[config.mk]
export PLATFORM = sky130hd
export DESIGN_NAME = mdio_clause22_frame_master
export DESIGN_NICKNAME = d
export VERILOG_FILES = /design/src/sv/mdio_c22_pkg.sv /design/src/sv/mdio_clause22_frame_master.sv
export SDC_FILE = /design/constraint.sdc
export NUM_CORES = 1
export LEC_CHECK = 0
export BUFFER_PORTS_ARGS = -buffer_cell sky130_fd_sc_hd__buf_4
export CORE_ASPECT_RATIO = 0.7
export CORE_MARGIN = 3
export CORE_UTILIZATION = 55
export DETAILED_ROUTE_END_ITERATION = 10
export GPL_ROUTABILITY_DRIVEN = 0
export PLACE_DENSITY = 0.82
export SLEW_MARGIN = 20
export SYNTH_ARGS = -nofsm -noshare
export SYNTH_HDL_FRONTEND = slang
export SYNTH_SLANG_ARGS = --single-unit
[constraint.sdc]
create_clock -name clk_i -period 4.7 [get_ports clk_i]
set_input_delay 0.235 -clock clk_i [delete_from_list [all_inputs] [get_ports clk_i]]
set_output_delay 0.235 -clock clk_i [all_outputs]
set_load 0.1 [all_outputs]
[src/sv/mdio_c22_pkg.sv]
package mdio_c22_pkg;

  localparam int PreambleBits = 32;
  localparam int FrameBits    = PreambleBits + 32;
  localparam int TotalHalves  = 2 * FrameBits + 2;
  localparam int ReadFirstBit = PreambleBits + 14;

  localparam int HalfW = $clog2(TotalHalves);
  localparam int IdxW  = $clog2(FrameBits);

  localparam logic [HalfW-1:0] LastHalf     = HalfW'(TotalHalves - 1);
  localparam logic [HalfW-1:0] LastBitHalf  = HalfW'(2 * FrameBits);
  localparam logic [IdxW-1:0]  LastIdx      = IdxW'(FrameBits - 1);
  localparam logic [IdxW-1:0]  ReadFirstIdx = IdxW'(ReadFirstBit);
  localparam logic [IdxW-1:0]  ReadDataIdx  = IdxW'(ReadFirstBit + 2);

  localparam logic [1:0] StartBits   = 2'b01;
  localparam logic [1:0] OpBitsRead  = 2'b10;
  localparam logic [1:0] OpBitsWrite = 2'b01;
  localparam logic [1:0] TaWrite     = 2'b10;
  localparam logic [1:0] TaExpected  = 2'b10;

  typedef enum logic [1:0] {
    OpTick  = 2'd0,
    OpRead  = 2'd1,
    OpWrite = 2'd2
  } opcode_e;

  typedef enum logic [1:0] {
    StOk     = 2'd0,
    StTaFail = 2'd1,
    StReject = 2'd2
  } status_e;

  typedef struct packed {
    logic oe;
    logic data;
    logic mdc;
  } lines_t;

  localparam lines_t LinesRest = '{oe: 1'b0, data: 1'b1, mdc: 1'b0};

endpackage

[src/sv/mdio_clause22_frame_master.sv]
// Clause 22 MDIO master. A read or write request loads the whole serial frame; each tick
// request then advances the frame by one half MDC period and returns the line levels for
// the next half, so a frame takes 2 * (preamble + 32) + 2 ticks. Read data and the
// turnaround check are sampled from mdio_in_i at the end of each high half of the read
// phase, and the final tick reports done with status and read data. Read or write requests
// arriving while a frame is running are rejected with status 2 and do not advance the frame.
// Every request yields exactly one result, which is written to the output register at
// the edge that accepts the request. One request can be taken per clock cycle, but only
// while the output register is empty or its result is taken in the same cycle.
module mdio_clause22_frame_master
  import mdio_c22_pkg::*;
(
  input  logic        clk_i,
  input  logic        rst_ni,
  input  logic        in_valid_i,
  output logic        in_ready_o,
  input  logic [1:0]  opcode_i,
  input  logic [4:0]  phy_addr_i,
  input  logic [4:0]  reg_addr_i,
  input  logic [15:0] write_data_i,
  input  logic        mdio_in_i,
  output logic        out_valid_o,
  input  logic        out_ready_i,
  output logic        mdc_o,
  output logic        mdio_out_o,
  output logic        mdio_oe_o,
  output logic        busy_res_o,
  output logic        done_res_o,
  output logic [1:0]  status_o,
  output logic [15:0] read_data_o
);

  logic [FrameBits-1:0] frame_shift_q, frame_shift_d;
  logic [HalfW-1:0]     half_count_q, half_count_d;
  logic                 frame_active_q, frame_active_d;
  logic                 is_read_q, is_read_d;
  logic [15:0]          read_shift_q, read_shift_d;
  logic [1:0]           ta_bits_q, ta_bits_d;
  lines_t               lines_q, lines_d;

  logic                 out_valid_q;
  lines_t               res_lines_q;
  logic                 res_busy_q, res_busy_d;
  logic                 res_done_q, res_done_d;
  status_e              res_status_q, res_status_d;
  logic [15:0]          res_rdata_q, res_rdata_d;

  logic                 accept;
  logic [HalfW-1:0]     hm1;
  logic [IdxW-1:0]      sample_idx;
  logic [HalfW-1:0]     next_half;

  function automatic lines_t levels_for_half(logic [HalfW-1:0] h,
                                             logic [FrameBits-1:0] frame,
                                             logic rd);
    logic [HalfW-1:0] m1;
    logic [IdxW-1:0]  idx;
    lines_t           lv;
    m1  = h - 1'b1;
    idx = m1[IdxW:1];
    lv  = LinesRest;
    if (h != '0 && h < LastHalf) begin
      lv.mdc = m1[0];
      if (!(rd && idx >= ReadFirstIdx)) begin
        lv.oe   = 1'b1;
        lv.data = frame[LastIdx - idx];
      end
    end
    return lv;
  endfunction

  assign in_ready_o = !out_valid_q || out_ready_i;
  assign accept     = in_valid_i && in_ready_o;
  assign hm1        = half_count_q - 1'b1;
  assign sample_idx = hm1[IdxW:1];
  assign next_half  = half_count_q + 1'b1;

  always_comb begin
    frame_shift_d  = frame_shift_q;
    half_count_d   = half_count_q;
    frame_active_d = frame_active_q;
    is_read_d      = is_read_q;
    read_shift_d   = read_shift_q;
    ta_bits_d      = ta_bits_q;
    lines_d        = lines_q;
    res_done_d     = 1'b0;
    res_status_d   = StOk;
    res_rdata_d    = '0;
    if (accept) begin
      unique case (opcode_e'(opcode_i))
        OpRead, OpWrite: begin
          if (frame_active_q) begin
            res_status_d = StReject;
          end else begin
            is_read_d      = (opcode_e'(opcode_i) == OpRead);
            frame_shift_d  = {{PreambleBits{1'b1}}, StartBits,
                              is_read_d ? OpBitsRead : OpBitsWrite,
                              phy_addr_i, reg_addr_i,
                              is_read_d ? 2'b00 : TaWrite,
                              is_read_d ? 16'h0000 : write_data_i};
            half_count_d   = '0;
            read_shift_d   = '0;
            ta_bits_d      = '0;
            frame_active_d = 1'b1;
            lines_d        = LinesRest;
          end
        end
        OpTick: begin
          if (frame_active_q) begin
            if (is_read_q && half_count_q != '0 && half_count_q <= LastBitHalf &&
                hm1[0] && sample_idx >= ReadFirstIdx) begin
              if (sample_idx < ReadDataIdx) begin
                ta_bits_d = {ta_bits_q[0], mdio_in_i};
              end else begin
                read_shift_d = {read_shift_q[14:0], mdio_in_i};
              end
            end
            if (half_count_q == LastHalf) begin
              frame_active_d = 1'b0;
              half_count_d   = '0;
              lines_d        = LinesRest;
              res_done_d     = 1'b1;
              if (is_read_q) begin
                if (ta_bits_d != TaExpected) begin
                  res_status_d = StTaFail;
                end else begin
                  res_rdata_d = read_shift_d;
                end
              end
            end else begin
              half_count_d = next_half;
              lines_d      = levels_for_half(next_half, frame_shift_q, is_read_q);
            end
          end
        end
        default: begin
        end
      endcase
    end
    res_busy_d = frame_active_d;
  end

  always_ff @(posedge clk_i or negedge rst_ni) begin
    if (!rst_ni) begin
      frame_shift_q  <= '0;
      half_count_q   <= '0;
      frame_active_q <= 1'b0;
      is_read_q      <= 1'b0;
      read_shift_q   <= '0;
      ta_bits_q      <= '0;
      lines_q        <= LinesRest;
      out_valid_q    <= 1'b0;
    end else begin
      frame_shift_q  <= frame_shift_d;
      half_count_q   <= half_count_d;
      frame_active_q <= frame_active_d;
      is_read_q      <= is_read_d;
      read_shift_q   <= read_shift_d;
      ta_bits_q      <= ta_bits_d;
      lines_q        <= lines_d;
      if (accept) begin
        out_valid_q <= 1'b1;
      end else if (out_ready_i) begin
        out_valid_q <= 1'b0;
      end
    end
  end

  always_ff @(posedge clk_i) begin
    if (accept) begin
      res_lines_q  <= lines_d;
      res_busy_q   <= res_busy_d;
      res_done_q   <= res_done_d;
      res_status_q <= res_status_d;
      res_rdata_q  <= res_rdata_d;
    end
  end

  assign out_valid_o = out_valid_q;
  assign mdc_o       = res_lines_q.mdc;
  assign mdio_out_o  = res_lines_q.data;
  assign mdio_oe_o   = res_lines_q.oe;
  assign busy_res_o  = res_busy_q;
  assign done_res_o  = res_done_q;
  assign status_o    = res_status_q;
  assign read_data_o = res_rdata_q;

  a_done_not_busy: assert property (@(posedge clk_i) disable iff (!rst_ni)
    out_valid_q && res_done_q |-> !res_busy_q)
    else $error("done result reports busy");

  a_reject_only_busy: assert property (@(posedge clk_i) disable iff (!rst_ni)
    out_valid_q && res_status_q == StReject |-> res_busy_q && !res_done_q)
    else $error("rejected request outside a frame");

  a_idle_count_zero: assert property (@(posedge clk_i) disable iff (!rst_ni)
    !frame_active_q |-> half_count_q == '0 && lines_q == LinesRest)
    else $error("idle state not at rest");

  a_rdata_only_done: assert property (@(posedge clk_i) disable iff (!rst_ni)
    out_valid_q && res_rdata_q != '0 |-> res_done_q && res_status_q == StOk)
    else $error("read data outside a good done result");

  a_count_range: assert property (@(posedge clk_i) disable iff (!rst_ni)
    half_count_q <= LastHalf)
    else $error("half period count out of range");

endmodule
-- After elaboration in Yosys (flattened, before gate mapping)
Index checks and enable logic that the tools add are counted.
- register bits: 86
- input bits: 33
- output and inout port bits: 25
- word-level logic and storage cells: 98
- add/sub/neg operators: 4
- magnitude comparators: 6
- equal/unequal tests: 6
- multiplexer cells: 42
- bitwise operators: 4
- reduce and logical (&&, ||, !) cells: 19
- operator list (operator ; count):
    $mux 16 ; 5
    $pmux 16 s2 ; 1
    $mux 8 ; 3
    $mux 2 ; 11
    $pmux 8 s2 ; 1
    $reduce_bool 8->1 ; 2
    $mux 3 ; 5
    $sub 7x1->7 const B ; 2
    $ge 6x6->1 const B ; 2
    $mux 1 ; 11
    $add 8x1->8 const B ; 1
    $eq 8x8->1 const B ; 1
    $le 8x8->1 const B ; 1
    $lt 8x8->1 const B ; 1
    $pmux 2 s2 ; 2
    $logic_and 1x1->1 ; 7
    $lt 6x7->1 const B ; 1
    $bmux 1 s6 ; 1
    $lt 6x6->1 const B ; 1
    $ne 2x2->1 const B ; 3
    $pmux 3 s2 ; 1
    $sub 6x6->6 const A ; 1
    $reduce_or 5->1 ; 1
    $not 1->1 ; 4
    11 further kinds ; 12

-- Logic depth before layout (Yosys ltp)
- word-level depth: 15
- mapped depth: 11
- depth with buffers taken out: 9

-- Least setup slack after synthesis
OpenSTA, ideal clock, no wires.
- kind: reg2reg
- start point: register out_valid_q, in the netlist out_valid_o
- end point: register frame_shift_q[24]
- setup time: 0.125 ns
- data arrival time: 3.502 ns
- required time: 4.575 ns
- setup slack: 1.073 ns
- stages on the path, launching flop included: 7
- buffers on the path: 1
- clock period less this slack: 3.627 ns
- cells stage by stage: dfrtp_1 nand2b_1 nand2_1 inv_1 nand3_1 clkbuf_1 mux2_2
- word-level cells in the longest chain between the ends: 4
- RTL lines (what ; RTL line ; source):
    start: declaration ; mdio_clause22_frame_master.sv:41 ; logic out_valid_q;
    start signal: assignment ; mdio_clause22_frame_master.sv:152 ; out_valid_q <= 1'b0;
    start signal: assignment ; mdio_clause22_frame_master.sv:162 ; out_valid_q <= 1'b1;
    start signal: assignment ; mdio_clause22_frame_master.sv:164 ; out_valid_q <= 1'b0;
    $logic_not 1->1 ; mdio_clause22_frame_master.sv:72 ; assign in_ready_o = !out_valid_q || out_ready_i;
    $logic_or 1x1->1 ; mdio_clause22_frame_master.sv:72 ;
    net in_ready_o ; mdio_clause22_frame_master.sv:16 ; output logic in_ready_o,
    $logic_and 1x1->1 ; mdio_clause22_frame_master.sv:73 ; assign accept = in_valid_i && in_ready_o;
    net accept ; mdio_clause22_frame_master.sv:48 ; logic accept;
    $reduce_and 3->1 (no line) ; - ;
    end signal: assignment ; mdio_clause22_frame_master.sv:154 ; frame_shift_q <= frame_shift_d;
    end: declaration ; mdio_clause22_frame_master.sv:33 ; logic [FrameBits-1:0] frame_shift_q, frame_shift_d;
The timed path passes the listed nets, and every way through them passes these cells.
A chain may end at the register's enable or synchronous reset.

==> qor.txt <==
Worst path max stage delay: 870 ps
DPL Wire Length: 6383 um
largest net degree at the start of global routing: 61
die width: 113.0 um
syn_area_per_cell: 10.96 um^2
Post-CTS Resized: 0
CTS Buffer Depth: 2
final hold slack: -26.19 ps
slowest cell on the critical path: xor2_1
largest family of logic cells by synthesized area: simple AND/OR/NAND/NOR gates
post-synth top area share: 33.51%
RSZ-0062 raised after global routing: false
full die area: 9137 um^2
CTS clk-pin slew, worst paths: 60 ps
Post-Route WL: 9588 um
post-synthesis sequential area ratio: 49.79%
R2R Path Start: half_count_q[0]$_DFFE_PN0P_
Synth Area in Simple Gates: 15.54%
top cells by count, synth: dfrtp_1 (59), nand2_1 (40), nor2_1 (32)
initial antenna violation count: 0
Adder-Cell Fraction of Synth Area: 2.272%
yosys warns: 0
crit end category: flip-flop
kind of critical path: reg2reg
Setup Viol. Count Final: 0
max-cap viol count: 0
first-pass GRT wire length: 15610 um
placed insts: 534
total CTS buffers: 9
post-synthesis cell count: 402
mapped cell area: 4405 um^2
Pins Over Slew Limit: 0
R2R setup slack: 1040 ps
num ports: 58
Starting Density: 58.37%
total track usage: 21.92%
Clk pwr share: 34.0%
internal power: 1.585 mW
CP Launch Type: flip-flop
Skew-Pair Late Insertion Delay: 340 ps
status: finished with violations
# fillers: 564
Sequential Power Share: 40.9%
Distinct cells, synth: 62
register bit count reported by yosys: 83
vias in the first global route: 3181
DRC Markers: 0
Slew @ Worst Pin: 1088 ps
CTS tree: built
I/O Buffers: 57
crit path DAT: 3730 ps
Pleak: 2.391 nW
worst vdd rail ir drop: 0.0002127 V
Final Critical Period: 3656 ps
Gate power share: 25.2%
Final Hold Viols: 56
area leader, netlist: dfrtp_1
Fin Clk Skew: 5.722 ps
vias after detailed routing: 3256
reg2reg end: mdio_out_o$_DFFE_PP_
row cnt: 26
layout cells sized above 1: 22.57%
Worst Path Required: 4770 ps
CTS Hold Buffers Added: 0
xor and xnor area share after synthesis: 3.493%
ant diodes: 0
gr ovfl total: 0
mux cell area share after synthesis: 10.79%
worst reg-to-reg path cell count: 8
pwr/cell area: 445.9 nW/um^2
P_sw: 0.7172 mW
worst min path class: in2async
Clock H-tree levels: 3
most common cell in the synthesized netlist: dfrtp_1
mean routed wirelength per cell: 17.43 um
synth top area cells: dfrtp_1 (34%), edfxtp_1 (16%), mux2i_1 (6.4%)
async set or reset register ratio after synthesis: 72.29%
clk sink count: 83
post-route clock period utilization: 77.78%
Worst setup startpoint: half_count_q[0]$_DFFE_PN0P_
DRT Pass-1 Iters: 4
commonest register cell after synthesis: dfrtp_1
Core Area: 7547 um^2
DRT iter0 DRCs: 307
Net Sw Frac: 31.16%
top fanout value on the critical path: 12
failing checks: negative hold slack
f_max: 273.6 MHz
nets@finish: 488
Die H: 80.88 um
post-route ant nets: 0
Relative slew margins: 27.24%
Area Growth Syn to Fin: 17.18%
Critical Path, Cell by Cell: inv_1 -> ha_1 -> o211a_1 -> o31ai_2 -> xor2_1 -> mux4_2 -> a211oi_2 -> a41oi_2
final setup TNS: 0 ps
syn_nets: 443
Root Buffer: clkbuf_16
DR vias/cell: 5.920
postcts setup bufs: 0
CP Capture Point: mdio_out_o$_DFFE_PP_
Synth Area in Compound Gates: 14.12%
fin cells: 550
EDFF count, synth: 23
## layout by cell type, fill, tap and decap left out, types with 4 or more instances in the layout
cell type  netlist  layout
a21oi_1          8       8
buf_4            2      58
ha_1             8       8
mux2_2          11      11
clkbuf_16        0      11
nand3_1          6       6
nand2b_1        23      22
o22ai_1          4       4
nor2_1          32      32
nand2_1         40      40
edfxtp_1        23      23
dfrtp_1         59      59
xor2_1           8       8
nor3_1           7       7
a22o_1          21      21
and3_1           4       4
inv_1           10      10
mux2i_1         28      28
xnor2_1          4       4
o21ai_0         27      27
## critical path: cells and delay by family (launching register included)
kind,cells,cell delay [ps]
muxes,1,440
DFF,1,600
xor gates and xnor gates,1,870
adders and majority gates,1,450
AOI/OAI and AO/OA,4,850
buffers and inverters,1,180
## power by group through the flow
stage          Clock, mW  Combinational, mW  Sequential, mW
6_report           0.782              0.580           0.941
2_1_floorplan          0              0.395           0.999
3_5_place_dp           0              0.579           0.951
3_3_place_gp           0              0.561           0.946
5_1_grt            0.816              0.636           0.953
4_1_cts            0.788              0.582           0.939
## worst min-delay path by stage
stage	cells after the start	to
2_1_floorplan	0	frame_active_q$_DFF_PN0_
3_3_place_gp	1	frame_shift_q[10]$_DFFE_PN0P_
3_5_place_dp	1	frame_shift_q[11]$_DFFE_PN0P_
4_1_cts	1	frame_shift_q[24]$_DFFE_PN0P_
5_1_grt	1	frame_shift_q[8]$_DFFE_PN0P_
6_report	1	frame_shift_q[8]$_DFFE_PN0P_
## through the flow
| step | cell area (um^2) | setup slack [ps] | util (%) | power [mW] |
|---|---|---|---|---|
| after floorplan | 4405 | 1073 | - | 1.394 |
| after global placement | 4825 | 1259 | 63.93 | 1.506 |
| after detailed placement | 4825 | 1082 | 63.93 | 1.530 |
| after CTS | 5160 | 1074 | 68.37 | 2.308 |
| after global routing | 5162 | 810.4 | 68.40 | 2.406 |
| final | 5162 | 1044 | 68.40 | 2.302 |
## flip-flops by register name, summed over array words and instances, names as in the netlist, 2 cells and up
register / flops
lines_q: 3
half_count_q: 8
read_shift_q: 16
ta_bits_q: 2
read_data_o: 16
frame_shift_q: 29
status_o: 2
## cells by family after synthesis
family / after synthesis
XOR/XNOR: 15
AO/OA/AOI/OAI: 85
flip-flops: 83
AND/OR/NAND/NOR: 134
multiplexers: 43
adder cells (fa/ha/maj): 8
buffers and inverters: 34
## final cells by class
class	instances	area (um^2)	area share [%]
clock buffers	14	296.5	5.744
clock inverters	2	38.79	0.7513
inverters	10	37.54	0.7271
multi-input cells	285	2038	39.48
flip-flops and latches	83	2193	42.49
well taps	98	122.6	2.375
repair buffers	58	435.4	8.434
## layer usage
| layer | vias up | routed length [um] | track usage [%] |
|---|---|---|---|
| met5 | - | 0 | 0 |
| met4 | 0 | 129 | 6.963 |
| met3 | 12 | 616 | 6.329 |
| met2 | 112 | 4349 | 33.16 |
| met1 | 1605 | 4492 | 30.81 |
| li1 | 1527 | - | - |
Power figures use the tool's default switching activity.
